File: config.mk
export PLATFORM = sky130hd
export DESIGN_NAME = egcn_ram
export DESIGN_NICKNAME = d
export VERILOG_FILES = /design/src/rtl/egcn_ram.sv
export SDC_FILE = /design/constraint.sdc
export NUM_CORES = 2
export LEC_CHECK = 0
export BUFFER_PORTS_ARGS = -buffer_cell sky130_fd_sc_hd__buf_2
export CAP_MARGIN = 0
export CORE_ASPECT_RATIO = 1.1
export CORE_MARGIN = 1
export CORE_UTILIZATION = 29
export CTS_BUF_LIST = sky130_fd_sc_hd__clkbuf_2
export DETAILED_ROUTE_END_ITERATION = 6
export HOLD_SLACK_MARGIN = 0.05
export PLACE_DENSITY_LB_ADDON = 0.08
export SYNTH_ARGS = -nofsm -noshare
export SYNTH_HDL_FRONTEND = slang
export SYNTH_SLANG_ARGS = --single-unit
File: constraint.sdc
create_clock -name aclk -period 8.5 [get_ports aclk]
set_input_delay 0 -clock aclk [delete_from_list [all_inputs] [get_ports aclk]]
set_output_delay 0 -clock aclk [all_outputs]
set_load 0.01 [all_outputs]
File: src/rtl/egcn_ram.sv
// ============================================================================
// egcn_ram
// Simple dual-port RAM: one write port, one read port, registered read.
// ============================================================================
module egcn_ram #(
    parameter int WIDTH = 32,
    parameter int DEPTH = 128
) (
    input  logic                     aclk,
    input  logic                     we,
    input  logic [$clog2(DEPTH)-1:0] waddr,
    input  logic [WIDTH-1:0]         wdata,
    input  logic [$clog2(DEPTH)-1:0] raddr,
    output logic [WIDTH-1:0]         rdata
);

    logic [WIDTH-1:0] mem_reg [DEPTH];

    always_ff @(posedge aclk) begin
        if (we) begin
            mem_reg[waddr] <= wdata;
        end
        rdata <= mem_reg[raddr];
    end

endmodule

# Yosys cells after proc, flatten, opt, wreduce, memory -nomap -nowiden
# Memories as Yosys holds them, arrays and structs flattened. A register that Yosys moved wholly into a read port is not among the register bits.
# Cells that the tools add are included.
# W data, S select, Z words.
[word_totals] register_bits=0 mem_bits_rw=4096 out_inout_bits=32 word_cells=3 mem_count=1
[op_classes] muxes=2
[memory_table] name="mem_reg" depth=128 width=32 rd=1 rd_ports_with_merged_regs=1 write_ports=1 line_no="17" text="logic [WIDTH-1:0] mem_reg [DEPTH];"
[ops] op="$mux W1" count=2

# Logic depth before layout (Yosys ltp)
[logic_depth] depth_word=2 mapped_depth=8 depth_no_buf=4

# Least setup slack after synthesis
# OpenSTA, ideal clock, no wires.
[synth_path] path_type="input-to-reg" startpoint="input port we" endpoint="memory mem_reg[98][0] (enable)" setup_ns=0.461 t_arrival_ns=2.778 required_time_ns=8.039 path_slack_ns=5.261 cell_stages=3 path_cell_list="clkbuf_1 > nand4_1 > nor3_1"
[synth_between] elab_chain_len=2
[synth_rtl] item="start, declared" line_no="10" text="input logic we,"
[synth_rtl] item="$mux W1" line_no="20" text="if (we) begin"
[synth_rtl] item="$mux W1 (implied by the code)" line_no="21" text="mem_reg[waddr] <= wdata;"
[synth_rtl] item="end, declared" line_no="17"
# Every way passes these cells.

# Worst setup path after layout
[layout_path] startpoint="input port we" endpoint="memory mem_reg[91][3] (enable)"
# The elaborated chain is that of the path after synthesis.

==> flow_summary.toml <==
[power_and_ir_drop]
ir_drop_uv = 142
pwr-share-clk = 0.355
p_per_area_mw_per_mm2 = 215
p_sw_frac = 0.258
comb_power_share = 0.064
totalPowerFinal_mw = 38.9
p_sw_mw = 10.0
internal-power_mw = 28.9
power.leakage_nw = 56.8
pwr-share-seq = 0.580

[placed_design]
port-buffer-count = 79
hpwlAfterDp_um = 277000
postPlaceCellArea_mm2 = 0.167
place.gp.congestion = 0.738

[floorplan]
die_h_um = 772
initial_core_util = 0.291
row_count = 282
dieArea_mm2 = 0.542
pin_count = 80
core-area_mm2 = 0.536
fp.dieW_um = 702

[critical_path]
r2r-start = "mem_reg[5][28]"
critPathLaunchType = "input port"
crit_start = "we"
arrival_ns = 7.29
criticalPathCategory = "input port to flip-flop"
worstPathRequired_ns = 10.44
end_kind = "flip-flop"
path_max_fanout = 11

[cts]
cts_root_buffer = "clkbuf_2"
clockBufferDepth = 5
h-tree-depth = 7
cts_resized = 0
cts_hold_buf = 288
numCtsBuffers = 1197
post_cts_buffers = 0
cts_tree = "built"
cts_sinks = 4128
worstSkewPairLatency_ns = 2.45
clk_pin_slew_worst_paths_ns = 0.09

[route]
vias_per_cell = 4.90
dr.pass1.iters = 5
drt-initial-drc-count = 6961
postRouteWirelength_um = 529000
wire_per_inst_um = 34.4
drc_errors = 0
vias = 75500
ant_nets = 0

[timing]
fmax_mhz = 187
clock_skew_ns = 0.317
fin_crit_ns = 5.35
slew_viol_final = 0
finalCritPeriodShare = 0.630
fin_setup_tns_ns = 0
hold_viol_final = 0
rsz0062_at_grt = "false"
worst_slew_pin_slew_ns = 1.20
relSlewSlack = 0.200
setup_viol = 0

[synth]
synth_cell_types = 17
synth_top_area_cell = "edfxtp_1"
yosysWarningCount = 0
synth-main-ff-cell = "edfxtp_1"
synthCells = 5990
yosysTopAreaCellShare = 0.787
syn-num-nets = 6038
syn_area_mm2 = 0.156
synth_edf_count = 4096
syn_avg_cell_area_um2 = 26.1
async_flop_share = 0
netlist_top_cells_area = "edfxtp_1 79%, mux4_2 19%, clkbuf_1 0.44%"
ys_ff_latch = 4128
synth-seq-area-share = 0.791

[final_layout]
mostFrequentLayoutCell = "edfxtp_1"
largest_register_ffs = 4096
seq_area_mm2 = 0.124
utilization = 0.337
final_area_mm2 = 0.181
layout_common_cells = "4,096 x edfxtp_1, 1,725 x clkbuf_2, 1,344 x mux4_2"
syn_to_final_growth_pct = 15.7
multi_input_area_mm2 = 0.0323
drive_gt1_frac = 0.442
nNetsFinal = 7518
fill_cells = 50700

[worst_hold_path]
hp-class = "input port to flip-flop"
hp-start = "wdata[12]"

[global_routing]
track_usage = 0.197
grt_use_met3 = 0.0421
grt_pass1_vias = 81100
antenna_found_initial = 85
grt_use_met1 = 0.252
overflow = 0
use_met2 = 0.338
grt_max_degree = 114
grt_busiest_layer = "met2"
grt_pass1_wl_um = 708000

[flow_run]
max_cap_viol_count = 0

[run_status]
status = "complete, no violations"
-- final cells by class --
type / instances / share of cell area
sequential: 4128 / 0.684
multi-input combinational: 1546 / 0.179
tap: 7100 / 0.0491
clock buffer: 1725 / 0.0477
timing repair buffer: 597 / 0.0341
clock inverter: 216 / 0.00534
antenna: 92 / 0.00127
-- final timing paths --
path / slack (ns) / cells after the start / to
worst max register to register: 4.07 / 8 / rdata[28]
worst max-delay path: 3.15 / 13 / mem_reg[91][3]
worst min-delay path: 0.45 / 6 / mem_reg[35][12]
worst min register to register: 1.00 / 4 / rdata[23]
-- metal layers --
layer	vias to the layer above	share of wire	wire length (µm)
met1	42000	0.41	219000
met5	-	0.000043	23
met2	2735	0.51	272000
li1	30100	-	-
met4	4	0.018	9580
met3	648	0.053	28300
-- logic make-up (layout without fill, tap and decap cells) --
| logic type | count (synthesis) | in the layout | share of synthesized area |
|---|---|---|---|
| other | 0 | 92 | 0 |
| flip-flops | 4128 | 4128 | 0.791 |
| multiplexers | 1376 | 1376 | 0.196 |
| buffers and inverters | 316 | 2538 | 0.00839 |
| AND/OR/NAND/NOR | 170 | 170 | 0.00446 |
-- power by group through the flow --
stage	logic [mW]	clock network, mW	registers, mW
2_1_floorplan	1.08	0	22.9
3_3_place_gp	2.38	0	23.1
3_5_place_dp	2.40	0	23.1
4_1_cts	2.60	14.5	22.6
5_1_grt	2.62	15.5	22.6
6_report	2.50	13.8	22.6
-- critical path, cell delays in order --
cell and delay [ns]:
dlygate4sd3_1 0.60, dlygate4sd3_1 0.66, dlygate4sd3_1 0.69, buf_2 0.16, dlygate4sd3_1 0.89, nand3_2 0.11
dlygate4sd3_1 0.59, dlygate4sd3_1 0.57, dlygate4sd3_1 0.62, nor2_4 0.09, dlygate4sd3_1 0.56, dlygate4sd3_1 0.66
dlygate4sd3_1 1.09
-- through the flow --
step,cells,worst slack [ns],hold slack (ns)
3_3_place_gp,13100,3.88,0.314
2_1_floorplan,5990,5.26,0.0989
3_5_place_dp,13100,3.93,0.337
4_1_cts,15300,3.69,0.0595
5_1_grt,15400,3.44,0.150
6_report,15400,3.15,0.447
-- cells in the mapped netlist (all sizes together), types with 3 or more instances --
| cell type | n |
|---|---|
| edfxtp | 4096 |
| nor3 | 9 |
| dfxtp | 32 |
| nor2 | 122 |
| buf | 134 |
| nand3 | 12 |
| nor2b | 7 |
| nand2 | 14 |
| mux4 | 1344 |
| mux2 | 32 |
| nand4 | 3 |
| clkbuf | 182 |
Power figures use the tool's default switching activity.
