$ cat config.mk
export PLATFORM = sky130hd
export DESIGN_NAME = egcn_queue
export DESIGN_NICKNAME = d
export VERILOG_FILES = /design/src/rtl/egcn_pkg.sv /design/src/rtl/egcn_queue.sv
export SDC_FILE = /design/constraint.sdc
export NUM_CORES = 1
export LEC_CHECK = 0
export ABC_AREA = 1
export BUFFER_PORTS_ARGS = -buffer_cell sky130_fd_sc_hd__clkbuf_2
export CORE_MARGIN = 2
export CORE_UTILIZATION = 30
export CTS_CLUSTER_DIAMETER = 120
export DETAILED_ROUTE_END_ITERATION = 12
export PLACE_DENSITY = 0.52
export SETUP_SLACK_MARGIN = 0.2
export SLEW_MARGIN = 10
export SYNTH_ARGS = -nofsm -noshare
export SYNTH_HDL_FRONTEND = slang
export SYNTH_SLANG_ARGS = --single-unit
$ cat constraint.sdc
create_clock -name aclk -period 11.2 [get_ports aclk]
set_clock_uncertainty 0.2 [all_clocks]
set_input_delay 2.24 -clock aclk [delete_from_list [all_inputs] [get_ports aclk]]
set_output_delay 2.24 -clock aclk [all_outputs]
set_load 0.005 [all_outputs]
$ cat src/rtl/egcn_pkg.sv
// ============================================================================
// egcn_pkg
// Shared types and constants for the eigen-gap condition number block.
// ============================================================================
package egcn_pkg;

    localparam int DEF_MAX_VALUES = 64;
    localparam int DEF_VALUE_BITS = 32;

    localparam int SEP_BITS       = 31;
    localparam int IDX_BITS       = 6;
    localparam int RUN_BITS       = 7;   // width of row/col counts, bounds k
    localparam int MODE_BITS      = 2;
    localparam int EPS_BITS       = 5;
    localparam int CFG_INDEX_BITS = 8;

    localparam logic [SEP_BITS-1:0] SEP_MAX = '1;

    // mode register codes
    localparam logic [MODE_BITS-1:0] MODE_EIGEN = 2'd0;
    localparam logic [MODE_BITS-1:0] MODE_LEFT  = 2'd1;
    localparam logic [MODE_BITS-1:0] MODE_RIGHT = 2'd2;

    // configuration register indexes
    localparam logic [CFG_INDEX_BITS-1:0] CFG_MODE      = 8'd0;
    localparam logic [CFG_INDEX_BITS-1:0] CFG_ROW_COUNT = 8'd1;
    localparam logic [CFG_INDEX_BITS-1:0] CFG_COL_COUNT = 8'd2;
    localparam logic [CFG_INDEX_BITS-1:0] CFG_EPS_SHIFT = 8'd3;
    localparam logic [CFG_INDEX_BITS-1:0] CFG_MIN_SEP   = 8'd4;

    localparam logic STATUS_OK  = 1'b0;
    localparam logic STATUS_ERR = 1'b1;

    // one finished run, handed from loader to compute engine
    typedef struct packed {
        logic                 err;
        logic                 bank;
        logic [RUN_BITS-1:0]  k;
        logic                 clip_first;
        logic                 clip_last;
        logic [SEP_BITS-1:0]  first_mag;
        logic [SEP_BITS-1:0]  last_mag;
        logic [EPS_BITS-1:0]  eps_shift;
        logic [SEP_BITS-1:0]  min_sep;
    } job_t;

    // engine tells loader a buffer bank is free again
    typedef struct packed {
        logic valid;
        logic bank;
    } done_t;

    typedef enum logic [2:0] {
        B_IDLE,
        B_START,
        B_LOAD0,
        B_CALC,
        B_EMIT,
        B_ERR
    } back_state_t;

endpackage

$ cat src/rtl/egcn_queue.sv
// ============================================================================
// egcn_queue
// Two-entry job queue between loader and compute engine.
// ============================================================================
module egcn_queue (
    input  logic           aclk,
    input  logic           aresetn,
    input  logic           push,
    input  egcn_pkg::job_t push_job,
    input  logic           pop,
    output egcn_pkg::job_t head_job,
    output logic           empty,
    output logic           full
);

    egcn_pkg::job_t entry_reg [2];
    logic           wr_ptr_reg;
    logic           rd_ptr_reg;
    logic [1:0]     count_reg;

    assign empty    = (count_reg == 2'd0);
    assign full     = (count_reg == 2'd2);
    assign head_job = entry_reg[rd_ptr_reg];

    always_ff @(posedge aclk) begin
        if (!aresetn) begin
            wr_ptr_reg <= 1'b0;
            rd_ptr_reg <= 1'b0;
            count_reg  <= 2'd0;
        end else begin
            if (push) begin
                wr_ptr_reg <= ~wr_ptr_reg;
            end
            if (pop) begin
                rd_ptr_reg <= ~rd_ptr_reg;
            end
            if (push && !pop) begin
                count_reg <= count_reg + 2'd1;
            end else if (pop && !push) begin
                count_reg <= count_reg - 2'd1;
            end
        end
    end

    always_ff @(posedge aclk) begin
        if (push) begin
            entry_reg[wr_ptr_reg] <= push_job;
        end
    end

    a_no_underflow: assert property (@(posedge aclk) disable iff (!aresetn)
        !(pop && empty))
        else $error("job queue underflow");

endmodule

Word-level counts from Yosys, hierarchy flattened
Memory sizes are Yosys's and may differ from the RTL's. A register that Yosys moved wholly into a read port is not among the register bits.
Cells that the tools add are included.
Cells by class
  add/sub/neg operators: 2
  $mul: 0
  divide/modulo/power cells: 0
  order comparisons: 0
  equal/unequal tests: 1
  shift operators: 0
  muxes and demuxes: 6
  bitwise operators: 2
  reductions and logical operators: 6
Operator list (count)
  2-to-1 mux 1 bit: 4
  2-to-1 mux 2 bit: 2
  adder 2 x 1 -> 2 bit, second input constant: 1
  equality test 2 bit, second input constant: 1
  logical AND 1 bit: 2
  zero test 1 bit: 2
  zero test 2 bit: 1
  inverter 1 bit: 2
  nonzero test 2 bit: 1
  subtractor 2 x 1 -> 2 bit, second input constant: 1
Storage, ports and cells
  register bits after elaboration: 4
  latch bits: 0
  bits in writable memories: 218
  ROM bits: 0
  input port bits: 113
  output and inout port bits: 111
  memories: 1
Memory list
  entry_reg: words 2, width 109, rd ports 1, clocked after memory_dff 1, wr ports 1, RTL line egcn_queue.sv:16  | egcn_pkg::job_t entry_reg [2];

Depth between registers and ports, before layout
  depth after elaboration: 4
  depth in mapped cells: 8

Least setup slack after synthesis
No wires, ideal clock.
  path type: input-to-reg
  from: input port push
  to: memory entry_reg[0][0] in the netlist's numbering, enable pin
  arrival: 6.841 ns
  data required time: 10.419 ns
  slack: 3.578 ns
  cell stages on the path: 2
  buffers on the path: 0
  cells stage by stage: inv_1 > nor2_1
On the way
  cells in the longest elaborated chain, start to end: 2
RTL lines
  from (decl): RTL line egcn_queue.sv:8  | input logic push,
  2-to-1 mux 1 bit: RTL line egcn_queue.sv:46  | if (push) begin
  2-to-1 mux 1 bit (implied by the code): RTL line egcn_queue.sv:47  | entry_reg[wr_ptr_reg] <= push_job;
  to (decl): RTL line egcn_queue.sv:16
No other way between the ends.

==> metrics.log <==
[metrics] status: completed
[metrics] critical path peak fanout: 56
[metrics] Die Wd: 168.5 um
[metrics] final RePlAce weighted congestion: 0.7036
[metrics] Core Region: 0.02673 mm^2
[metrics] Std-Cell Rows: 60
[metrics] Area growth, synth to finish: 27.39%
[metrics] first drt pass iteration count: 6
[metrics] upper clock frequency limit: 0.1946 GHz
[metrics] flip-flop count of the largest register, all copies and words added: 218
[metrics] total chip power: 1.840 mW
[metrics] path class of the lowest-slack min-delay path: reg -> reg
[metrics] count of input and output buffers: 223
[metrics] final setup slack of the worst path: 6.061 ns
[metrics] met2 track utilization from global routing: 0.1886
[metrics] number of hold-slack violations in the final timing report: 0
[metrics] number of nets in the layout: 730
[metrics] initial DRC count: 162
[metrics] Total Routing Usage GR: 0.1069
[metrics] area occupied by registers: 0.006650 mm^2
[metrics] hold-fix buffer count after cts: 0
[metrics] buffers inserted by post-CTS timing repair: 0
[metrics] post-synthesis register bit count: 223
[metrics] leading cell types in the layout, fill and taps excluded: sky130_fd_sc_hd__clkbuf_2, sky130_fd_sc_hd__edfxtp_1, sky130_fd_sc_hd__mux2_2, sky130_fd_sc_hd__clkbuf_16, sky130_fd_sc_hd__clkinv_1
[metrics] HPWL after DPL: 10.22 mm
[metrics] actual slew at the worst max-slew pin: 0.8171 ns
[metrics] Post-DP Area: 0.009625 mm^2
[metrics] dominant combinational cell family by area after synthesis: multiplexers
[metrics] initial antenna violation count: 1
[metrics] cell class contributing the biggest share of worst-path delay: buffers and inverters
[metrics] pre-CTS worst setup slack: 6.493 ns
[metrics] post-cts sizing count: 0
[metrics] Post-Synth XOR/XNOR Area: 0
[metrics] Routed WL: 15.73 mm
[metrics] antenna diode count: 0
[metrics] Synth cell types: 14
[metrics] most crowded layer after global routing: met2
[metrics] commonest non-fill, non-tap cell in the layout: sky130_fd_sc_hd__clkbuf_2
[metrics] simple logic cell fraction of the synthesized area: 0.009248
[metrics] Final Cycle Share: 0.4588
[metrics] Max-slew headroom: 0.4552
[metrics] Avg WL per Cell: 16.13 um
[metrics] multiplexer area fraction after synthesis: 0.1558
[metrics] via count of the first global-routing pass: 4,540
[metrics] maximum number of pins on one net before global-route repair: 57
[metrics] compound-gate portion of the synthesized area: 0.001233
[metrics] type of the worst setup path: reg -> out
[metrics] I/O pin count: 224
[metrics] count of nets left with antenna violations after detail routing: 0
[metrics] total grt overflow: 0
[metrics] CP bufs+invs: 2
[metrics] Final Setup Violations: 0
[metrics] area taken by multi-input logic gates: 0.001370 mm^2
[metrics] Die Area: 0.02839 mm^2
[metrics] clock latency at the later pin of the worst-skew pair: 0.51 ns
[metrics] setup repair after global routing missed its margin: no
[metrics] nets in the synthesized netlist: 488
[metrics] initial core utilization: 0.3037
[metrics] post-detailed-route via-to-cell ratio: 4.303
[metrics] number of sinks driven by the clock tree: 223
[metrics] Finished Cell Area: 0.01034 mm^2
[metrics] Critical Path Sink Type: primary output
[metrics] level count of the clock H-tree: 1
[metrics] number of max-slew violations in the final report: 0
[metrics] DR vias: 4,195
[metrics] fill count: 2,493
[metrics] met1 usage in global routing: 0.1195
[metrics] synthesized area divided by synthesized cell count: 21.71 um^2
[metrics] DIE HEIGHT: 168.5 um
[metrics] clock edge transition at the registers on the reported setup and hold paths: 0.06 ns
[metrics] P per Cell Area: 178.0 mW/mm^2
[metrics] proportion of synthesized chip area in sequential cells: 0.8187
[metrics] CP startpoint kind: register
[metrics] Crit path required time: 8.76 ns
[metrics] Critical Path Slowest Stage Cell: sky130_fd_sc_hd__dfxtp_4
[metrics] leak pwr: 3.917 nW
[metrics] Syn. warnings: 0
[metrics] crit-path cells: buf_4 -> mux2_2 -> clkbuf_2
[metrics] maximum clock insertion buffer count: 3
[metrics] clock tree from TritonCTS: built
[metrics] Mapped Cells: 374
[metrics] Max rail drop VDD: 0.0001057 V
[metrics] clock buffers created by TritonCTS: 25
[metrics] wire length of the first global-routing pass: 23.95 mm
[metrics] share of synthesized cell area in full adder, half adder and majority cells: 0.001541
[metrics] remaining design rule violation count: 0
[metrics] global-route met3 utilization: 0.04279
[metrics] accumulated negative setup slack: 0 ns
[metrics] worst path arrival time: 2.70 ns
[metrics] netlist area before placement: 0.008118 mm^2
[metrics] number of maximum-capacitance violations: 0
[metrics] maximum cell stage delay along the critical path: 0.82 ns
[metrics] time the final worst path needs with I/O delays and setup: 5.139 ns
[metrics] share of layout cells above drive strength 1: 0.5804
[metrics] Clock Tree Root: sky130_fd_sc_hd__clkbuf_16
## stage by stage
stage                     utilization  hold WS [ns]  instances
after floorplan                     -        0.2635        374
after global routing           0.3869        0.3552        975
after global placement         0.3602        0.2824        930
after detailed placement       0.3602        0.2933        930
after CTS                      0.3869        0.3143        975
final                          0.3869        0.3087        975
## area by class of cell
cell class,count,share of cell area
multi-input combinational,131,0.1325
timing repair buffer,227,0.1108
clock buffer,30,0.06231
tap,341,0.04126
inverter,8,0.003146
clock inverter,15,0.006897
sequential,223,0.6431
## routing by layer
layer | routed length, um | share of wire
met5 | 13 | 0.00083
met4 | 385 | 0.024
met3 | 1372 | 0.087
met2 | 7767 | 0.49
met1 | 6189 | 0.39
## cells by family (layout without fill, tap and decap cells)
family	count (synthesis)	in the layout
flip-flops	223	223
multiplexers	109	109
buffers and inverters	20	280
AND/OR/NAND/NOR	19	19
AO/OA/AOI/OAI	2	2
adder cells (fa/ha/maj)	1	1
## synth_stat cells
| library cell | number | area (um^2) |
|---|---|---|
| sky130_fd_sc_hd__nand2_1 | 8 | 30.03 |
| sky130_fd_sc_hd__dfxtp_1 | 5 | 100.1 |
| sky130_fd_sc_hd__nand4_1 | 1 | 6.260 |
| sky130_fd_sc_hd__buf_2 | 9 | 45.04 |
| sky130_fd_sc_hd__o21ai_0 | 1 | 5.000 |
| sky130_fd_sc_hd__a21oi_1 | 1 | 5.000 |
| sky130_fd_sc_hd__mux2_4 | 10 | 150.1 |
| sky130_fd_sc_hd__inv_1 | 8 | 30.03 |
| sky130_fd_sc_hd__buf_6 | 3 | 33.78 |
| sky130_fd_sc_hd__ha_1 | 1 | 12.51 |
| sky130_fd_sc_hd__nand3_1 | 1 | 5.000 |
| sky130_fd_sc_hd__mux2_2 | 99 | 1115 |
| sky130_fd_sc_hd__edfxtp_1 | 218 | 6546 |
| sky130_fd_sc_hd__nor2_1 | 9 | 33.78 |
## worst reg2reg max path, cell delays in order, from the launching register on
cell and delay (ns):
sky130_fd_sc_hd__dfxtp_1 0.40, sky130_fd_sc_hd__nand2_1 0.13, sky130_fd_sc_hd__inv_4 0.52, sky130_fd_sc_hd__buf_4 0.73
## power by group
group / switching (mW) / total, mW / leakage [nW] / internal [mW]
clock network: 0.304 / 0.710 / 0.344 / 0.407
registers: 0.0154 / 0.982 / 2.09 / 0.967
logic: 0.0717 / 0.148 / 1.48 / 0.0761
total: 0.391 / 1.84 / 3.92 / 1.45
## path summary, 6_finish.rpt
path	startpoint	to	slack [ns]	cells after the start
setup / recovery	register	head_job[11]	6.06	3
hold / removal	rd_ptr_reg	register	0.31	2
setup reg to reg	wr_ptr_reg	entry_reg[1][14]	8.82	3
hold reg to reg	rd_ptr_reg	register	0.31	2
(Power assumes the default switching activity.)
