### config.mk
export PLATFORM = sky130hd
export DESIGN_NAME = egcn_back
export DESIGN_NICKNAME = d
export VERILOG_FILES = /design/src/rtl/egcn_pkg.sv /design/src/rtl/egcn_back.sv
export SDC_FILE = /design/constraint.sdc
export NUM_CORES = 1
export LEC_CHECK = 0
export ABC_AREA = 0
export BUFFER_PORTS_ARGS = -buffer_cell sky130_fd_sc_hd__buf_2
export CORE_ASPECT_RATIO = 1.25
export CORE_UTILIZATION = 61
export DETAILED_ROUTE_END_ITERATION = 10
export MAX_ROUTING_LAYER = met4
export PLACE_DENSITY = 0.89
export SYNTH_ARGS = -nofsm -noshare
export SYNTH_HDL_FRONTEND = slang
export SYNTH_SLANG_ARGS = --single-unit
export TNS_END_PERCENT = 5
### constraint.sdc
create_clock -name aclk -period 16 [get_ports aclk]
set_clock_uncertainty 0.15 [all_clocks]
set_input_delay 1.6 -clock aclk [delete_from_list [all_inputs] [get_ports aclk]]
set_output_delay 1.6 -clock aclk [all_outputs]
set_load 0.01 [all_outputs]
### src/rtl/egcn_pkg.sv
// ============================================================================
// egcn_pkg
// Shared types and constants for the eigen-gap condition number block.
// ============================================================================
package egcn_pkg;

    localparam int DEF_MAX_VALUES = 64;
    localparam int DEF_VALUE_BITS = 32;

    localparam int SEP_BITS       = 31;
    localparam int IDX_BITS       = 6;
    localparam int RUN_BITS       = 7;   // width of row/col counts, bounds k
    localparam int MODE_BITS      = 2;
    localparam int EPS_BITS       = 5;
    localparam int CFG_INDEX_BITS = 8;

    localparam logic [SEP_BITS-1:0] SEP_MAX = '1;

    // mode register codes
    localparam logic [MODE_BITS-1:0] MODE_EIGEN = 2'd0;
    localparam logic [MODE_BITS-1:0] MODE_LEFT  = 2'd1;
    localparam logic [MODE_BITS-1:0] MODE_RIGHT = 2'd2;

    // configuration register indexes
    localparam logic [CFG_INDEX_BITS-1:0] CFG_MODE      = 8'd0;
    localparam logic [CFG_INDEX_BITS-1:0] CFG_ROW_COUNT = 8'd1;
    localparam logic [CFG_INDEX_BITS-1:0] CFG_COL_COUNT = 8'd2;
    localparam logic [CFG_INDEX_BITS-1:0] CFG_EPS_SHIFT = 8'd3;
    localparam logic [CFG_INDEX_BITS-1:0] CFG_MIN_SEP   = 8'd4;

    localparam logic STATUS_OK  = 1'b0;
    localparam logic STATUS_ERR = 1'b1;

    // one finished run, handed from loader to compute engine
    typedef struct packed {
        logic                 err;
        logic                 bank;
        logic [RUN_BITS-1:0]  k;
        logic                 clip_first;
        logic                 clip_last;
        logic [SEP_BITS-1:0]  first_mag;
        logic [SEP_BITS-1:0]  last_mag;
        logic [EPS_BITS-1:0]  eps_shift;
        logic [SEP_BITS-1:0]  min_sep;
    } job_t;

    // engine tells loader a buffer bank is free again
    typedef struct packed {
        logic valid;
        logic bank;
    } done_t;

    typedef enum logic [2:0] {
        B_IDLE,
        B_START,
        B_LOAD0,
        B_CALC,
        B_EMIT,
        B_ERR
    } back_state_t;

endpackage

### src/rtl/egcn_back.sv
// ============================================================================
// egcn_back
// Compute engine: walks one buffer bank, forms neighbor gaps, clips and
// clamps each separation, and drives the result register.
// ============================================================================
module egcn_back #(
    parameter int MAX_VALUES = egcn_pkg::DEF_MAX_VALUES,
    parameter int VALUE_BITS = egcn_pkg::DEF_VALUE_BITS
) (
    input  logic                           aclk,
    input  logic                           aresetn,
    input  egcn_pkg::job_t                 head_job,
    input  logic                           q_empty,
    output logic                           pop,
    output logic [$clog2(MAX_VALUES):0]    ram_raddr,
    input  logic [VALUE_BITS-1:0]          ram_rdata,
    output egcn_pkg::done_t                done,
    output logic                           m_valid,
    input  logic                           m_ready,
    output logic [egcn_pkg::SEP_BITS-1:0]  m_separation,
    output logic [egcn_pkg::IDX_BITS-1:0]  m_index,
    output logic                           m_status,
    output logic                           m_last
);

    localparam int AW = $clog2(MAX_VALUES);
    localparam int KW = $clog2(MAX_VALUES + 1);
    localparam int VW = VALUE_BITS;
    localparam int SB = egcn_pkg::SEP_BITS;
    localparam int WW = (VW + 1 > SB) ? VW + 1 : SB;

    function automatic logic [SB-1:0] gap_sat(input logic [VW-1:0] a,
                                              input logic [VW-1:0] b);
        logic [VW:0]   diff;
        logic [VW:0]   mag;
        logic [WW-1:0] w;
        diff = {a[VW-1], a} - {b[VW-1], b};
        mag  = diff[VW] ? (~diff + (VW+1)'(1)) : diff;
        w    = WW'(mag);
        if (w > WW'(egcn_pkg::SEP_MAX)) begin
            return egcn_pkg::SEP_MAX;
        end
        return SB'(w);
    endfunction

    egcn_pkg::back_state_t state_reg;
    egcn_pkg::back_state_t state_next;

    egcn_pkg::job_t  job_reg;
    logic [KW-1:0]   k_reg;
    logic [KW-1:0]   idx_reg;
    logic [VW-1:0]   cur_reg;
    logic [VW-1:0]   nxt_reg;
    logic [SB-1:0]   gap_left_reg;
    logic [SB-1:0]   gap_right_reg;
    logic [SB-1:0]   thresh_reg;
    logic            m_valid_reg;

    logic            slot_free;
    logic            is_last;
    logic            has_right;
    logic            out_load;
    logic            out_err;
    logic [SB-1:0]   anorm;
    logic [SB-1:0]   scaled;
    logic [SB-1:0]   sep;

    assign slot_free = !m_valid_reg || m_ready;
    assign is_last   = (({1'b0, idx_reg} + (KW+1)'(1)) == {1'b0, k_reg});
    assign has_right = (({1'b0, idx_reg} + (KW+1)'(1)) <  {1'b0, k_reg});

    // threshold: max(anorm >> eps_shift, min_sep)
    always_comb begin
        anorm  = (job_reg.last_mag > job_reg.first_mag) ? job_reg.last_mag
                                                        : job_reg.first_mag;
        scaled = anorm >> job_reg.eps_shift;
    end

    // separation of the current value
    always_comb begin
        sep = (gap_right_reg < gap_left_reg) ? gap_right_reg : gap_left_reg;
        if ((idx_reg == '0) && job_reg.clip_first && (job_reg.first_mag < sep)) begin
            sep = job_reg.first_mag;
        end
        if (is_last && job_reg.clip_last && (job_reg.last_mag < sep)) begin
            sep = job_reg.last_mag;
        end
        if (sep < thresh_reg) begin
            sep = thresh_reg;
        end
    end

    // next state
    always_comb begin
        state_next = state_reg;
        case (state_reg)
            egcn_pkg::B_IDLE: begin
                if (!q_empty) begin
                    state_next = head_job.err ? egcn_pkg::B_ERR : egcn_pkg::B_START;
                end
            end
            egcn_pkg::B_START: state_next = egcn_pkg::B_LOAD0;
            egcn_pkg::B_LOAD0: state_next = egcn_pkg::B_CALC;
            egcn_pkg::B_CALC:  state_next = egcn_pkg::B_EMIT;
            egcn_pkg::B_EMIT: begin
                if (slot_free) begin
                    state_next = is_last ? egcn_pkg::B_IDLE : egcn_pkg::B_CALC;
                end
            end
            egcn_pkg::B_ERR: begin
                if (slot_free) begin
                    state_next = egcn_pkg::B_IDLE;
                end
            end
            default: state_next = egcn_pkg::B_IDLE;
        endcase
    end

    // outputs
    always_comb begin
        pop        = 1'b0;
        out_load   = 1'b0;
        out_err    = 1'b0;
        done.valid = 1'b0;
        done.bank  = job_reg.bank;
        ram_raddr  = {job_reg.bank, AW'(0)};
        case (state_reg)
            egcn_pkg::B_IDLE: begin
                pop = !q_empty;
            end
            egcn_pkg::B_START: begin
                ram_raddr = {job_reg.bank, AW'(0)};
            end
            egcn_pkg::B_LOAD0: begin
                ram_raddr = {job_reg.bank, AW'(1)};
            end
            egcn_pkg::B_CALC: ;
            egcn_pkg::B_EMIT: begin
                // hold the look-ahead address through a stall
                ram_raddr  = {job_reg.bank, AW'({1'b0, idx_reg} + (KW+1)'(2))};
                out_load   = slot_free;
                done.valid = slot_free && is_last;
            end
            egcn_pkg::B_ERR: begin
                out_load   = slot_free;
                out_err    = 1'b1;
                done.valid = slot_free;
            end
            default: ;
        endcase
    end

    always_ff @(posedge aclk) begin
        if (!aresetn) begin
            state_reg   <= egcn_pkg::B_IDLE;
            m_valid_reg <= 1'b0;
        end else begin
            state_reg <= state_next;
            if (out_load) begin
                m_valid_reg <= 1'b1;
            end else if (m_ready) begin
                m_valid_reg <= 1'b0;
            end
        end
    end

    always_ff @(posedge aclk) begin
        if (pop) begin
            job_reg <= head_job;
            k_reg   <= KW'(head_job.k);
        end
        case (state_reg)
            egcn_pkg::B_START: begin
                thresh_reg <= (job_reg.min_sep > scaled) ? job_reg.min_sep : scaled;
            end
            egcn_pkg::B_LOAD0: begin
                cur_reg      <= ram_rdata;
                gap_left_reg <= egcn_pkg::SEP_MAX;
                idx_reg      <= '0;
            end
            egcn_pkg::B_CALC: begin
                nxt_reg       <= ram_rdata;
                gap_right_reg <= has_right ? gap_sat(cur_reg, ram_rdata) : egcn_pkg::SEP_MAX;
            end
            egcn_pkg::B_EMIT: begin
                if (slot_free && !is_last) begin
                    cur_reg      <= nxt_reg;
                    gap_left_reg <= gap_right_reg;
                    idx_reg      <= idx_reg + KW'(1);
                end
            end
            default: ;
        endcase
        if (out_load) begin
            if (out_err) begin
                m_separation <= '0;
                m_index      <= '0;
                m_status     <= egcn_pkg::STATUS_ERR;
                m_last       <= 1'b1;
            end else begin
                m_separation <= sep;
                m_index      <= egcn_pkg::IDX_BITS'(idx_reg);
                m_status     <= egcn_pkg::STATUS_OK;
                m_last       <= is_last;
            end
        end
    end

    assign m_valid = m_valid_reg;

    a_run_ends_idle: assert property (@(posedge aclk) disable iff (!aresetn)
        done.valid |=> (state_reg == egcn_pkg::B_IDLE))
        else $error("engine did not return to idle after a run");

    a_last_means_done: assert property (@(posedge aclk) disable iff (!aresetn)
        (out_load && !out_err && is_last) |-> done.valid)
        else $error("final result without bank release");

endmodule
Word level (Yosys, flattened, before mapping)
Index checks and enable logic that the tools add are counted.

word-level totals
  bits in registers = 315
  output and inout port bits = 50

cells by class
  $add $sub $neg = 5
  order comparisons = 8
  equality and inequality tests = 10
  shifts and indexed selects = 1
  mux-type cells = 31
  bitwise operators = 1
  reduce and logical (&&, ||, !) cells = 17

operator list
  kind                                                              number
  two-way mux 31 bit                                                9
  < comparator 31 bit                                               4
  one-hot mux 32 bit (2 select lines)                               1
  greater-than comparator 31 bit                                    2
  one-hot mux 31 bit (2 select lines)                               1
  adder 33 x 1 -> 33 bit (second input constant)                    1
  greater-than comparator 33 x 31 -> 1 bit (second input constant)  1
  two-way mux 33 bit                                                1
  NOT 33 bit                                                        1
  subtractor 32 x 32 -> 33 bit                                      1
  two-way mux 32 bit                                                1
  >> shifter 31 x 5 -> 31 bit                                       1
  one-hot mux 3 bit (6 select lines)                                1
  one-hot mux 7 bit (2 select lines)                                1
  two-way mux 3 bit                                                 4
  one-hot mux 6 bit (2 select lines)                                1
  adder 7 x 1 -> 8 bit (second input constant)                      1
  equality test 8 x 7 -> 1 bit                                      1
  < comparator 8 x 7 -> 1 bit                                       1
  two-way mux 1 bit                                                 8
  != test 2 bit (second input constant)                             4
  adder 7 x 1 -> 7 bit (second input constant)                      1
  zero test 7 bit                                                   1
  two-way mux 7 bit                                                 1
  14 further kinds                                                  24

Depth between registers and ports, before layout
  depth after elaboration = 10
  depth in mapped cells = 52
  mapped depth without buffers = 45

Worst setup path after synthesis
Ideal clock, no wire load.

  kind = input-to-output
  start point = input port q_empty
  end point = output port pop
  data arrival time = 12.032 ns
  required time = 14.250 ns
  slack = 2.218 ns
  stages = 1
  path buffers = 0
  cell sequence = nor4_1

between the ends
  longest elaborated chain between the ends = 2

ends and longest elaborated chain
  item               line              text
  from (decl)        egcn_back.sv:13   input logic q_empty,
  zero test 1 bit    egcn_back.sv:129  pop = !q_empty;
  two-way mux 1 bit  egcn_back.sv:127  case (state_reg)
  to (decl)          egcn_back.sv:14   output logic pop,

Every way passes these cells.

Worst setup path in the final report
  start point = register gap_right_reg[24]
  end point = register m_separation[25] (netlist bit) (data pin)

between the ends
  longest elaborated chain between the ends = 10

ends and longest elaborated chain
  item                    line              text
  from (decl)             egcn_back.sv:55   logic [SB-1:0] gap_right_reg;
  from (signal assigned)  egcn_back.sv:183  gap_right_reg <= has_right ? gap_sat(cur_reg, ram_rdata) : egcn_pkg::SEP_MAX;
  < comparator 31 bit     egcn_back.sv:81   sep = (gap_right_reg < gap_left_reg) ? gap_right_reg : gap_left_reg;
  two-way mux 31 bit *    egcn_back.sv:81
  < comparator 31 bit     egcn_back.sv:82   if ((idx_reg == '0) && job_reg.clip_first && (job_reg.first_mag < sep)) begin
  logical AND 1 bit       egcn_back.sv:82
  two-way mux 31 bit *    egcn_back.sv:82
  < comparator 31 bit     egcn_back.sv:85   if (is_last && job_reg.clip_last && (job_reg.last_mag < sep)) begin
  logical AND 1 bit       egcn_back.sv:85
  two-way mux 31 bit *    egcn_back.sv:85
  < comparator 31 bit     egcn_back.sv:88   if (sep < thresh_reg) begin
  two-way mux 31 bit *    egcn_back.sv:88
  to (signal assigned)    egcn_back.sv:201  m_separation <= sep;
  to (decl)               egcn_back.sv:20   output logic [egcn_pkg::SEP_BITS-1:0] m_separation,

Mark *: on every way between the ends. The rest lies on a longest branch, timed or not.
A chain may end at the register's enable or synchronous reset.

==> impl_metrics.yaml <==
finish:
  drive_above_1_share_pct: 13.9
  largest_reg_flops: 100
  finalNetCount: 2713
  num-fill-cells: 2623
  multiInputGateArea_sq_mm: 0.0114
  syn2layout_area_growth_pct: 11.4
  utilization_pct: 69.0
  seqCellArea_sq_mm: 0.00942
floorplanning:
  io_pins: 195
  initial_core_util_pct: 62.0
  core_sq_mm: 0.0354
  die_area_sq_mm: 0.0367
  die_height_um: 214
  core.rowCount: 77
  die_w_um: 172
timing:
  holdWs_ps: 372
  hold_viol: 0
  maxSlewHeadroom_pct: 13.8
  setup_violations: 0
  tightest_slew_ps: 1280
  rsz0062_at_grt: "no"
  drv_slew: 0
  period_needed_ps: 11900
  min_period_over_period_pct: 74.3
  tns_ps: 0
  fmax_mhz: 84.1
cts:
  cts_resized: 0
  clock_path_buffers: 3
  holdBufCountCts: 0
  cts_post_setup_buffers_inserted: 0
  numCtsBuffers: 35
  path_clk_slew_ps: 60
  clock-sinks: 315
  cts_tree: "done"
  cts_htree_levels: 2
  clk_latency_ps: 570
  cts-root-buf: "clkbuf_16"
detailed_routing:
  vias: 17900
  wl_per_cell_um: 21.0
  via_per_inst: 6.29
  drtIter0Drc: 1472
  ant_nets: 0
  drc: 0
  totalWireLength_um: 59900
  dr.pass1.iters: 6
synth:
  synth_edf_count: 311
  avgSynthCellArea_sq_um: 10.0
  synth_area_sq_mm: 0.0219
  synth_flop_cell: "edfxtp_1"
  yosysSeqAreaShare_pct: 43.0
  synthArstFlopShare_pct: 0
  yosys_warnings: 0
  ys_ff_latch: 315
  syn_inst: 2184
  syn_nets: 2549
  synth_cell_type_count: 88
power_and_ir_drop:
  power_frac_clock_pct: 28.7
  powerDensity_mw_per_mm2: 113
  power_frac_comb_pct: 31.6
  switchingPower_mw: 0.943
  p_int_mw: 1.82
  power_switching_share_pct: 34.2
  seq_power_share_pct: 39.7
  p_leak_nw: 10.6
  vdd_drop_max_mv: 0.0996
global_routing:
  gr-total-overflow: 0
  grt_antenna_before_repair: 1
  grt_pass1_wl_um: 94300
  grt_max_degree: 71
  grt_pass1_vias: 18000
  grtUsageTotal_pct: 34.1
placement:
  io_buffers: 194
  gp_congestion: 1.03
  hpwl_um: 45300
critical_path:
  path_class: "flip-flop to flip-flop"
  r2r-end: "m_separation[25]"
  worst_path_max_delay_cell: "a21oi_4"
  startpoint_type: "flip-flop"
  ff2ff_path_depth: 45
  worstPathArrival_ps: 12030
  endpoint_kind: "flip-flop"
  cp_max_fo: 62
  endpoint: "m_separation[25]"
  cp_slowest_stage_delay_ps: 700
  startpoint: "gap_right_reg[24]"
  r2r_start: "gap_right_reg[24]"
  crit_path_frequent_cell: "a21o_1"
  rrSetupSlack_ps: 4100
  critPathRequiredTime_ps: 16130
job:
  drv_cap: 0
outcome:
  status: "finished, final reports clean"
min_path:
  hold_path_class: "flip-flop to flip-flop"
[per-layer routing]
layer / wire length [um] / global-route usage [%] / up-vias
met5: 0 / - / -
met4: 3180 / 16.9 / 0
met3: 3750 / 5.20 / 200
met2: 30300 / 58.6 / 716
met1: 22600 / 38.2 / 8565
li1: - / - / 8421
[critical path, delay by kind of cell, from the launching register on]
kind	cells	cell delay, ps
flops	1	420
fa+ha+maj	4	1300
buf+inv	2	700
simple gates	8	1080
compound gates	31	7900
[cells by family after synthesis]
family | synth area share [%]
xor gates and xnor gates | 1.88
muxes | 6.75
AOI/OAI and AO/OA | 16.0
DFF | 43.0
buffers and inverters | 5.12
adders and majority gates | 12.6
and+or+nand+nor | 14.7
[per-stage QoR]
step | std cells | instance area, sq um | setup WS, ps | power, mW
finish | 2847 | 24400 | 4100 | 2.76
global route | 2847 | 24400 | 3240 | 2.89
detailed placement | 2785 | 23300 | 4360 | 1.96
floorplan | 2184 | 21900 | 2220 | 1.72
global placement | 2785 | 23300 | 4710 | 1.92
CTS | 2846 | 24400 | 4230 | 2.75
[placed cells by master (no fill, tap or decap), types with 7 or more instances in the layout]
cell / count
mux4_2: 23
mux2i_1: 81
a21oi_1: 119
or3_1: 45
xnor2_1: 23
a22oi_1: 20
a21boi_0: 8
o21ai_0: 151
inv_1: 189
nor2_1: 111
o21a_1: 17
xor2_1: 24
edfxtp_1: 311
buf_4: 22
a2111oi_0: 7
mux2_2: 12
nor4_1: 8
nor2b_1: 23
or2_1: 30
nand2b_1: 22
nand4_1: 33
buf_2: 194
a31oi_1: 39
a221oi_1: 11
clkbuf_16: 36
and3_1: 9
and2_1: 29
nand3_1: 37
o211ai_1: 13
nand2_1: 250
ha_1: 219
a21o_1: 60
nor3_1: 28
a211oi_1: 21
[area by class of cell]
cell class              count  area share [%]
well taps                 474            2.43
clock buffers              39            3.74
clock inverters            22           0.810
repair buffers            216            4.65
multi-input cells        1590            46.9
flip-flops and latches    315            38.6
inverters                 190            2.92
diodes                      1          0.0103
[cell usage after synthesis, types with 6 or more instances]
cell type  count  area (sq um)
edfxtp_1     311          9340
nand2_1      250           938
ha_1         219          2740
inv_1        189           709
o21ai_0      151           756
a21oi_1      119           596
nor2_1       114           428
mux2i_1       81           811
a21o_1        60           450
clkbuf_1      54           203
or3_1         45           282
a31oi_1       39           244
nand3_1       37           185
nand4_1       33           206
or2_1         30           188
and2_1        29           181
nor3_1        28           140
xor2_1        24           210
mux4_2        23           518
nor2b_1       23           144
xnor2_1       23           201
nand2b_1      22           138
a211oi_1      21           158
a22oi_1       20           150
buf_2         18          90.1
o21a_1        17           128
o211ai_1      13          97.6
mux2_2        12           135
a221oi_1      11          96.3
and3_1         9          56.3
buf_1          9          33.8
nor4_1         9          56.3
a21boi_0       8          60.1
a2111oi_0      7          61.3
and4_1         6          52.6
buf_6          6          67.6
nor4b_1        6          52.6
o22ai_1        6          37.5
o31ai_1        6          45.0
[power by group through the flow]
stage	Clock, mW	Combinational, mW	Sequential, mW
finish	0.792	0.872	1.09
global route	0.830	0.959	1.10
CTS	0.798	0.859	1.09
detailed placement	0	0.851	1.11
global placement	0	0.817	1.10
floorplan	0	0.631	1.09
[worst min path at each step]
| stage | depth (start not counted) | start | slack (ps) | endpoint |
|---|---|---|---|---|
| 6_report | 2 | nxt_reg[0] | 370 | cur_reg[0] |
| 5_1_grt | 2 | nxt_reg[3] | 390 | cur_reg[3] |
| 4_1_cts | 2 | nxt_reg[13] | 380 | cur_reg[13] |
| 3_5_place_dp | 2 | nxt_reg[3] | 360 | cur_reg[3] |
| 3_3_place_gp | 2 | nxt_reg[0] | 350 | cur_reg[0] |
| 2_1_floorplan | 2 | nxt_reg[0] | 330 | cur_reg[0] |
Power figures use the tool's default switching activity.
