===== src/rtl/egcn_pkg.sv =====
// ============================================================================
// egcn_pkg
// Shared types and constants for the eigen-gap condition number block.
// ============================================================================
package egcn_pkg;

    localparam int DEF_MAX_VALUES = 64;
    localparam int DEF_VALUE_BITS = 32;

    localparam int SEP_BITS       = 31;
    localparam int IDX_BITS       = 6;
    localparam int RUN_BITS       = 7;   // width of row/col counts, bounds k
    localparam int MODE_BITS      = 2;
    localparam int EPS_BITS       = 5;
    localparam int CFG_INDEX_BITS = 8;

    localparam logic [SEP_BITS-1:0] SEP_MAX = '1;

    // mode register codes
    localparam logic [MODE_BITS-1:0] MODE_EIGEN = 2'd0;
    localparam logic [MODE_BITS-1:0] MODE_LEFT  = 2'd1;
    localparam logic [MODE_BITS-1:0] MODE_RIGHT = 2'd2;

    // configuration register indexes
    localparam logic [CFG_INDEX_BITS-1:0] CFG_MODE      = 8'd0;
    localparam logic [CFG_INDEX_BITS-1:0] CFG_ROW_COUNT = 8'd1;
    localparam logic [CFG_INDEX_BITS-1:0] CFG_COL_COUNT = 8'd2;
    localparam logic [CFG_INDEX_BITS-1:0] CFG_EPS_SHIFT = 8'd3;
    localparam logic [CFG_INDEX_BITS-1:0] CFG_MIN_SEP   = 8'd4;

    localparam logic STATUS_OK  = 1'b0;
    localparam logic STATUS_ERR = 1'b1;

    // one finished run, handed from loader to compute engine
    typedef struct packed {
        logic                 err;
        logic                 bank;
        logic [RUN_BITS-1:0]  k;
        logic                 clip_first;
        logic                 clip_last;
        logic [SEP_BITS-1:0]  first_mag;
        logic [SEP_BITS-1:0]  last_mag;
        logic [EPS_BITS-1:0]  eps_shift;
        logic [SEP_BITS-1:0]  min_sep;
    } job_t;

    // engine tells loader a buffer bank is free again
    typedef struct packed {
        logic valid;
        logic bank;
    } done_t;

    typedef enum logic [2:0] {
        B_IDLE,
        B_START,
        B_LOAD0,
        B_CALC,
        B_EMIT,
        B_ERR
    } back_state_t;

endpackage


===== src/rtl/egcn_front.sv =====
// ============================================================================
// egcn_front
// Loader: holds config, writes values into a buffer bank, tracks order,
// and queues a job descriptor when a run is complete.
// ============================================================================
module egcn_front #(
    parameter int MAX_VALUES = egcn_pkg::DEF_MAX_VALUES,
    parameter int VALUE_BITS = egcn_pkg::DEF_VALUE_BITS
) (
    input  logic                                aclk,
    input  logic                                aresetn,
    input  logic                                cfg_we,
    input  logic [egcn_pkg::CFG_INDEX_BITS-1:0] cfg_index,
    input  logic [egcn_pkg::SEP_BITS-1:0]       cfg_data,
    input  logic                                s_valid,
    output logic                                s_ready,
    input  logic signed [VALUE_BITS-1:0]        s_value,
    output logic                                ram_we,
    output logic [$clog2(MAX_VALUES):0]         ram_waddr,
    output logic [VALUE_BITS-1:0]               ram_wdata,
    output logic                                push,
    output egcn_pkg::job_t                      job,
    input  egcn_pkg::done_t                     done
);

    localparam int AW = $clog2(MAX_VALUES);
    localparam int KW = $clog2(MAX_VALUES + 1);
    localparam int VW = VALUE_BITS;
    localparam int SB = egcn_pkg::SEP_BITS;
    localparam int WW = (VW + 1 > SB) ? VW + 1 : SB;

    function automatic logic [SB-1:0] mag_sat(input logic signed [VW-1:0] x);
        logic [VW:0]   ext;
        logic [VW:0]   a;
        logic [WW-1:0] w;
        ext = {x[VW-1], x};
        a   = x[VW-1] ? (~ext + (VW+1)'(1)) : ext;
        w   = WW'(a);
        if (w > WW'(egcn_pkg::SEP_MAX)) begin
            return egcn_pkg::SEP_MAX;
        end
        return SB'(w);
    endfunction

    // configuration
    logic [egcn_pkg::MODE_BITS-1:0] mode_reg;
    logic [egcn_pkg::RUN_BITS-1:0]  row_count_reg;
    logic [egcn_pkg::RUN_BITS-1:0]  col_count_reg;
    logic [egcn_pkg::EPS_BITS-1:0]  eps_shift_reg;
    logic [SB-1:0]                  min_sep_reg;

    // run tracking
    logic [KW-1:0]          load_count_reg;
    logic                   rising_reg;
    logic                   falling_reg;
    logic                   bank_reg;
    logic [1:0]             bank_busy_reg;
    logic [1:0]             bank_busy_next;
    logic signed [VW-1:0]   prev_reg;
    logic                   first_neg_reg;
    logic [SB-1:0]          first_mag_reg;

    logic                          sing;
    logic                          clip;
    logic [egcn_pkg::RUN_BITS-1:0] rk;
    logic [KW-1:0]                 run_k;
    logic [KW-1:0]                 cnt;
    logic                          accept;
    logic                          do_load;
    logic                          complete;
    logic                          rising_n;
    logic                          falling_n;
    logic                          first_neg;
    logic [SB-1:0]                 first_mag;
    logic [SB-1:0]                 cur_mag;
    logic                          inc;
    logic                          dec;

    always_comb begin
        sing = (mode_reg == egcn_pkg::MODE_LEFT) || (mode_reg == egcn_pkg::MODE_RIGHT);
        clip = ((mode_reg == egcn_pkg::MODE_LEFT)  && (row_count_reg > col_count_reg)) ||
               ((mode_reg == egcn_pkg::MODE_RIGHT) && (row_count_reg < col_count_reg));
        if (sing && (col_count_reg < row_count_reg)) begin
            rk = col_count_reg;
        end else begin
            rk = row_count_reg;
        end
        if (32'(rk) > 32'(MAX_VALUES)) begin
            run_k = KW'(MAX_VALUES);
        end else begin
            run_k = KW'(rk);
        end

        // a partial run that no longer fits the length is dropped
        cnt = (load_count_reg >= run_k) ? '0 : load_count_reg;

        accept  = s_valid && s_ready;
        do_load = accept && (run_k != '0);
        complete = (({1'b0, cnt} + (KW+1)'(1)) == {1'b0, run_k});

        if (cnt == '0) begin
            rising_n  = 1'b1;
            falling_n = 1'b1;
            first_neg = s_value[VW-1];
            first_mag = mag_sat(s_value);
        end else begin
            rising_n  = rising_reg  && !(prev_reg > s_value);
            falling_n = falling_reg && !(prev_reg < s_value);
            first_neg = first_neg_reg;
            first_mag = first_mag_reg;
        end
        cur_mag = mag_sat(s_value);

        inc = rising_n  && !(sing && first_neg);
        dec = falling_n && !(sing && s_value[VW-1]);
    end

    assign s_ready   = !bank_busy_reg[bank_reg];
    assign ram_we    = do_load;
    assign ram_waddr = {bank_reg, AW'(cnt)};
    assign ram_wdata = s_value;
    assign push      = do_load && complete;

    always_comb begin
        job.err        = !inc && !dec;
        job.bank       = bank_reg;
        job.k          = egcn_pkg::RUN_BITS'(run_k);
        job.clip_first = clip && inc;
        job.clip_last  = clip && dec;
        job.first_mag  = first_mag;
        job.last_mag   = cur_mag;
        job.eps_shift  = eps_shift_reg;
        job.min_sep    = min_sep_reg;
    end

    always_comb begin
        bank_busy_next = bank_busy_reg;
        if (done.valid) begin
            bank_busy_next[done.bank] = 1'b0;
        end
        if (push) begin
            bank_busy_next[bank_reg] = 1'b1;
        end
    end

    always_ff @(posedge aclk) begin
        if (!aresetn) begin
            mode_reg       <= egcn_pkg::MODE_EIGEN;
            row_count_reg  <= '0;
            col_count_reg  <= '0;
            eps_shift_reg  <= egcn_pkg::EPS_BITS'(16);
            min_sep_reg    <= SB'(1);
            load_count_reg <= '0;
            rising_reg     <= 1'b1;
            falling_reg    <= 1'b1;
            bank_reg       <= 1'b0;
            bank_busy_reg  <= 2'b00;
        end else begin
            if (cfg_we) begin
                case (cfg_index)
                    egcn_pkg::CFG_MODE:      mode_reg      <= cfg_data[egcn_pkg::MODE_BITS-1:0];
                    egcn_pkg::CFG_ROW_COUNT: row_count_reg <= cfg_data[egcn_pkg::RUN_BITS-1:0];
                    egcn_pkg::CFG_COL_COUNT: col_count_reg <= cfg_data[egcn_pkg::RUN_BITS-1:0];
                    egcn_pkg::CFG_EPS_SHIFT: eps_shift_reg <= cfg_data[egcn_pkg::EPS_BITS-1:0];
                    egcn_pkg::CFG_MIN_SEP:   min_sep_reg   <= cfg_data;
                    default: ;
                endcase
            end
            if (do_load) begin
                if (complete) begin
                    load_count_reg <= '0;
                    rising_reg     <= 1'b1;
                    falling_reg    <= 1'b1;
                    bank_reg       <= ~bank_reg;
                end else begin
                    load_count_reg <= cnt + KW'(1);
                    rising_reg     <= rising_n;
                    falling_reg    <= falling_n;
                end
            end
            bank_busy_reg <= bank_busy_next;
        end
    end

    always_ff @(posedge aclk) begin
        if (do_load) begin
            prev_reg      <= s_value;
            first_neg_reg <= first_neg;
            first_mag_reg <= first_mag;
        end
    end

    a_bank_held: assert property (@(posedge aclk) disable iff (!aresetn)
        push |=> bank_busy_reg[$past(bank_reg)] && (bank_reg != $past(bank_reg)))
        else $error("queued bank not marked busy");

    a_count_bound: assert property (@(posedge aclk) disable iff (!aresetn)
        {1'b0, load_count_reg} < (KW+1)'(MAX_VALUES))
        else $error("load count beyond buffer");

endmodule


===== config.mk =====
export PLATFORM = sky130hd
export DESIGN_NAME = egcn_front
export DESIGN_NICKNAME = d
export VERILOG_FILES = /design/src/rtl/egcn_pkg.sv /design/src/rtl/egcn_front.sv
export SDC_FILE = /design/constraint.sdc
export NUM_CORES = 1
export LEC_CHECK = 0
export ABC_AREA = 1
export BUFFER_PORTS_ARGS = -buffer_cell sky130_fd_sc_hd__buf_2
export CORE_MARGIN = 2
export CORE_UTILIZATION = 46
export DETAILED_ROUTE_END_ITERATION = 6
export GPL_TIMING_DRIVEN = 0
export PLACE_DENSITY = 0.7
export SYNTH_ARGS = -nofsm -noshare
export SYNTH_HDL_FRONTEND = slang
export SYNTH_SLANG_ARGS = --single-unit

===== constraint.sdc =====
create_clock -name aclk -period 4.8 [get_ports aclk]
set_input_delay 0 -clock aclk [delete_from_list [all_inputs] [get_ports aclk]]
set_output_delay 0 -clock aclk [all_outputs]
set_load 0.05 [all_outputs]

* Yosys cells after proc, flatten, opt, wreduce, memory -nomap -nowiden *
Cells that the tools add are included.

storage, ports and cells
  word-level logic and storage cells = 99
  register bits after elaboration = 128
  input port bits = 77

cells by class
  bitwise operators = 5
  muxes and demuxes = 24
  magnitude comparators = 12
  equality and inequality tests = 7
  reduce and logical (&&, ||, !) cells = 35
  add/subtract/negate cells = 3

operator list
  kind                                                              number
  2-to-1 mux 31 bit                                                 4
  adder 33 x 1 -> 33 bit (second input constant)                    1
  greater-than comparator 33 x 31 -> 1 bit (second input constant)  1
  2-to-1 mux 33 bit                                                 1
  inverter 33 bit                                                   1
  greater-than comparator 32 bit                                    1
  < comparator 32 bit                                               1
  2-to-1 mux 7 bit                                                  4
  logical AND 1 bit                                                 17
  == test 8 x 2 -> 1 bit (second input constant)                    2
  < comparator 7 bit                                                2
  AND reduction 2 bit                                               6
  2-to-1 mux 1 bit                                                  11
  adder 7 x 1 -> 8 bit (second input constant)                      1
  == test 8 x 1 -> 1 bit (second input constant)                    1
  == test 8 x 3 -> 1 bit (second input constant)                    1
  == test 8 x 7 -> 1 bit                                            1
  zero test 8 bit                                                   1
  adder 7 x 1 -> 7 bit (second input constant)                      1
  greater-or-equal comparator 7 bit                                 1
  greater-than comparator 7 bit                                     1
  greater-than comparator 7 bit (second input constant)             1
  zero test 1 bit                                                   7
  zero test 7 bit                                                   1
  other kinds (12)                                                  17

* Depth between registers and ports, before layout *
  depth in word-level cells = 15
  depth in mapped cells = 33
  depth with buffers taken out = 32

* Least setup slack after synthesis *
Ideal clock, no wire load.

  path type = register to register
  start = register row_count_reg[4] (netlist name)
  end = register first_mag_reg[14] (data pin)
  setup slack = -0.713 ns
  period minus slack after synthesis = 5.513 ns
  stages on the path, launching flop included = 27
  data arrival time = 5.143 ns
  setup time = 0.371 ns
  path through = dfxtp_1 inv_1 ha_1 nand2_1 nand2_1 a21oi_4 nand3_4 buf_6 nand2_1 nand2_2 nor2_2 nand3_2 nand2_2 nand2_1 inv_1 ha_1 nor2_1 o21ai_1 nand2_1 nand2_2 nor2_1 inv_1 ha_1 nand3_2 inv_2 buf_2 a31oi_1

RTL lines
  what                    line               text
  start, declared         egcn_front.sv:47   logic [egcn_pkg::RUN_BITS-1:0] row_count_reg;
  start signal, assigned  egcn_front.sv:162  egcn_pkg::CFG_ROW_COUNT: row_count_reg <= cfg_data[egcn_pkg::RUN_BITS-1:0];
  end signal, assigned    egcn_front.sv:189  first_mag_reg <= first_mag;
  end, declared           egcn_front.sv:61   logic [SB-1:0] first_mag_reg;

* Worst setup path after layout *
  start = register row_count_reg[4] (netlist name)
  end = output port push

on the way
  longest elaborated chain between the ends = 10
  elaborated cells on any way between the ends = 12

ends and longest elaborated chain
  what                               line               text
  < comparator 7 bit                 egcn_front.sv:83   if (sing && (col_count_reg < row_count_reg)) begin
  logical AND 1 bit                  egcn_front.sv:83
  2-to-1 mux 7 bit (*)               egcn_front.sv:83
  greater-than comparator 7 bit      egcn_front.sv:88   if (32'(rk) > 32'(MAX_VALUES)) begin
  2-to-1 mux 7 bit (*)               egcn_front.sv:88
  greater-or-equal comparator 7 bit  egcn_front.sv:95   cnt = (load_count_reg >= run_k) ? '0 : load_count_reg;
  2-to-1 mux 7 bit                   egcn_front.sv:95
  adder 7 x 1 -> 8 bit               egcn_front.sv:99   complete = (({1'b0, cnt} + (KW+1)'(1)) == {1'b0, run_k});
  == test 8 x 7 -> 1 bit             egcn_front.sv:99
  logical AND 1 bit (*)              egcn_front.sv:122  assign push = do_load && complete;
  end, declared                      egcn_front.sv:21   output logic push,

Mark *: on every way between the ends. The rest lies on a longest branch, timed or not.

==> flow_metrics.env <==
export IMPL_totalWireLength_um=22500
export IMPL_core_area_sq_um=16600
export IMPL_synth_seq_cells=128
export IMPL_synth_distinct_cells=48
export IMPL_antenna_left=0
export IMPL_numPortBuffers=226
export IMPL_yosysSeqAreaShare_pct=41.1
export IMPL_clock_sinks=128
export IMPL_largest_reg_flops=32
export IMPL_n_antenna_cell=0
export IMPL_crit_path_max_fanout=8
export IMPL_grt_pass1_wl_um=35800
export IMPL_floorplan_initialDensity_pct=47.0
export IMPL_p_sw_share_pct=32.1
export IMPL_fin_area_sq_um=10800
export IMPL_p_int_mw=2.08
export IMPL_place_area_sq_um=9310
export IMPL_cpMostUsedCell="nand2_1"
export IMPL_critPathLaunchType="flop"
export IMPL_fp_dieH_um=134
export IMPL_finalSetupViolCount=0
export IMPL_antenna_found_initial=0
export IMPL_combPwrFrac_pct=19.8
export IMPL_endpoint_kind="primary output"
export IMPL_io_pins=228
export IMPL_dp_hpwl_um=15700
export IMPL_yosys_warnings=0
export IMPL_ys_async_sr_fraction_pct=0
export IMPL_max_freq_mhz=220
export IMPL_slew_headroom_pct=40.9
export IMPL_fin_total_pwr_mw=3.07
export IMPL_rows=47
export IMPL_clockRootBuffer="clkbuf_16"
export IMPL_syn_num_nets=1099
export IMPL_grt_max_degree=74
export IMPL_syn_inst=971
export IMPL_firstDrtPassIters=5
export IMPL_period_share_pct=94.7
export IMPL_leakage_nw=5.34
export IMPL_grt_pass1_vias=7429
export IMPL_synth_area_per_cell_sq_um=8.03
export IMPL_first_iter_violations=465
export IMPL_max_stage_delay_ns=0.35
export IMPL_dieArea_sq_um=18000
export IMPL_power_frac_seq_pct=37.7
export IMPL_cts_buffers=17
export IMPL_clock_path_buffers=2
export IMPL_cts_htree_levels=4
export IMPL_track_usage_pct=24.8
export IMPL_peakVddDrop_mv=0.252
export IMPL_clock_skew_ns=0.00818
export IMPL_worstPathArrival_ns=4.55
export IMPL_finalMaxSlewViolations=0
export IMPL_cts_tree="built"
export IMPL_p_switching_mw=0.984
export IMPL_tightestPinTransition_ns=0.879
export IMPL_area_growth_pct=38.8
export IMPL_path_clk_slew_ns=0.06
export IMPL_dp_slack_ns=0.197
export IMPL_drt_vias_per_instance=5.09
export IMPL_clock_power_share_pct=42.5
export IMPL_num_vias=7775
export IMPL_cap_violations=0
export IMPL_critPathKind="reg -> out"
export IMPL_min_path_type="in -> reg"
export IMPL_die_x_um=134
export IMPL_status="finished, final reports clean"
export IMPL_fin_util_pct=65.2
export IMPL_powerDensity_nw_per_um2=283
export IMPL_fin_ws_ns=0.254
export IMPL_hold_viol=0
export IMPL_crit_required_ns=4.80
export IMPL_worst_path_max_delay_cell="dfxtp_2"
export IMPL_clock_latency_ns=0.42
export IMPL_fin_crit_ns=4.55
export IMPL_layout_nets=1423
export IMPL_synth_flop_cell="edfxtp_1"
export IMPL_gp_congestion=0.864
export IMPL_syn_area_sq_um=7790
export IMPL_drc=0
export IMPL_drt_wirelength_per_cell_um=14.7
export IMPL_grt_overflow_total=0
export IMPL_synth_edff_count=64
export IMPL_drive_gt1_share_pct=31.7
[placed cells by master, fill, tap and decap left out, drive strengths merged]
master | Yosys | routed
a21o | 1 | 1
a21oi | 57 | 57
a31oi | 11 | 11
and2 | 2 | 2
buf | 46 | 275
bufinv | 0 | 1
clkbuf | 20 | 42
clkinv | 1 | 5
clkinvlp | 0 | 1
dfxtp | 64 | 64
dlygate4sd3 | 0 | 71
edfxtp | 64 | 64
ha | 51 | 51
inv | 115 | 124
mux2i | 1 | 1
nand2 | 208 | 208
nand3 | 62 | 62
nand3b | 1 | 1
nand4 | 19 | 19
nor2 | 120 | 120
nor3 | 13 | 13
nor4 | 4 | 4
o211ai | 4 | 4
o21a | 4 | 4
o21ai | 80 | 80
o221ai | 1 | 1
o31ai | 2 | 2
or2 | 5 | 5
xnor2 | 2 | 2
xor2 | 13 | 13
[Yosys cell counts (all sizes together), types with 2 or more instances]
cell type	n	share of area, %
edfxtp	64	25
o211ai	4	0.39
nand3	62	4.9
o21a	4	0.39
or2	5	0.40
buf	46	4.2
xor2	13	1.5
a21oi	57	3.9
clkbuf	20	0.96
o31ai	2	0.19
and2	2	0.16
xnor2	2	0.22
nand4	19	1.6
ha	51	8.2
nor4	4	0.40
o21ai	80	5.4
nor2	120	6.9
dfxtp	64	16
inv	115	5.6
nand2	208	11
a31oi	11	0.88
nor3	13	1.4
[power by group through the flow]
stage	combinational, mW	clock (mW)	sequential, mW
floorplan	0.389	0	1.18
global placement	0.536	0	1.18
detailed placement	0.543	0	1.18
CTS	0.594	1.32	1.16
global route	0.649	1.36	1.16
finish	0.607	1.30	1.16
[what timing repair did]
item | in CTS | in global routing
pin swaps | 1 | 7
buffers inserted | 2 | 6
hold buffers | 71 | 0
endpoints found under the setup margin | 20 | 35
hold endpoints to repair | 86 | 0
resized for setup | 11 | 41
[critical path: cells and delay by family (launching register included)]
| family | cells | cell delay, ns |
|---|---|---|
| AND/OR/NAND/NOR | 16 | 1.74 |
| adder cells (fa/ha/maj) | 3 | 0.87 |
| buffers and inverters | 6 | 0.64 |
| AO/OA/AOI/OAI | 3 | 0.52 |
| flip-flops | 1 | 0.35 |
[final timing paths]
check                      to              from  cells past startpoint  slack (ns)
max reg2reg  bank_busy_reg[0]  row_count_reg[4]                     28        0.58
max                      push  row_count_reg[4]                     28        0.25
min          col_count_reg[2]      cfg_index[0]                      5        0.06
min reg2reg  bank_busy_reg[1]  bank_busy_reg[1]                      2        0.48
[cell type report]
cell class / count / area [sq um]
sequential: 128 / 3210
inverter: 116 / 440
fill: 1414 / 5760
clock buffer: 17 / 425
buffer: 65 / 418
tap: 220 / 275
multi-input combinational: 661 / 3890
timing repair buffer: 306 / 1990
clock inverter: 15 / 166
[cell families after synthesis]
kind of cell / share of synthesized area [%]
compound gates: 11.3
xor+xnor: 1.69
fa+ha+maj: 8.19
buf+inv: 10.8
flops: 41.1
mux: 0.128
simple gates: 26.8
[layer usage]
layer	part of all wire (%)	routed length (um)	up-vias	global-route usage, %
met4	1.4	324	0	7.08
met1	43	9650	3630	30.7
met3	6.4	1440	28	6.05
met2	49	11100	273	43.1
li1	-	-	3844	-
met5	0	0	-	0
[metrics by stage]
step | cells | hold WS, ns | setup TNS (ns)
6_report | 1528 | 0.0560 | 0
5_1_grt | 1528 | 0.0712 | -0.0301
4_1_cts | 1523 | 0.0366 | 0
3_5_place_dp | 1418 | 0.227 | 0
3_3_place_gp | 1417 | 0.221 | 0
2_1_floorplan | 971 | 0.0989 | -0.561
No activity file was read; power rests on OpenSTA's default activity.
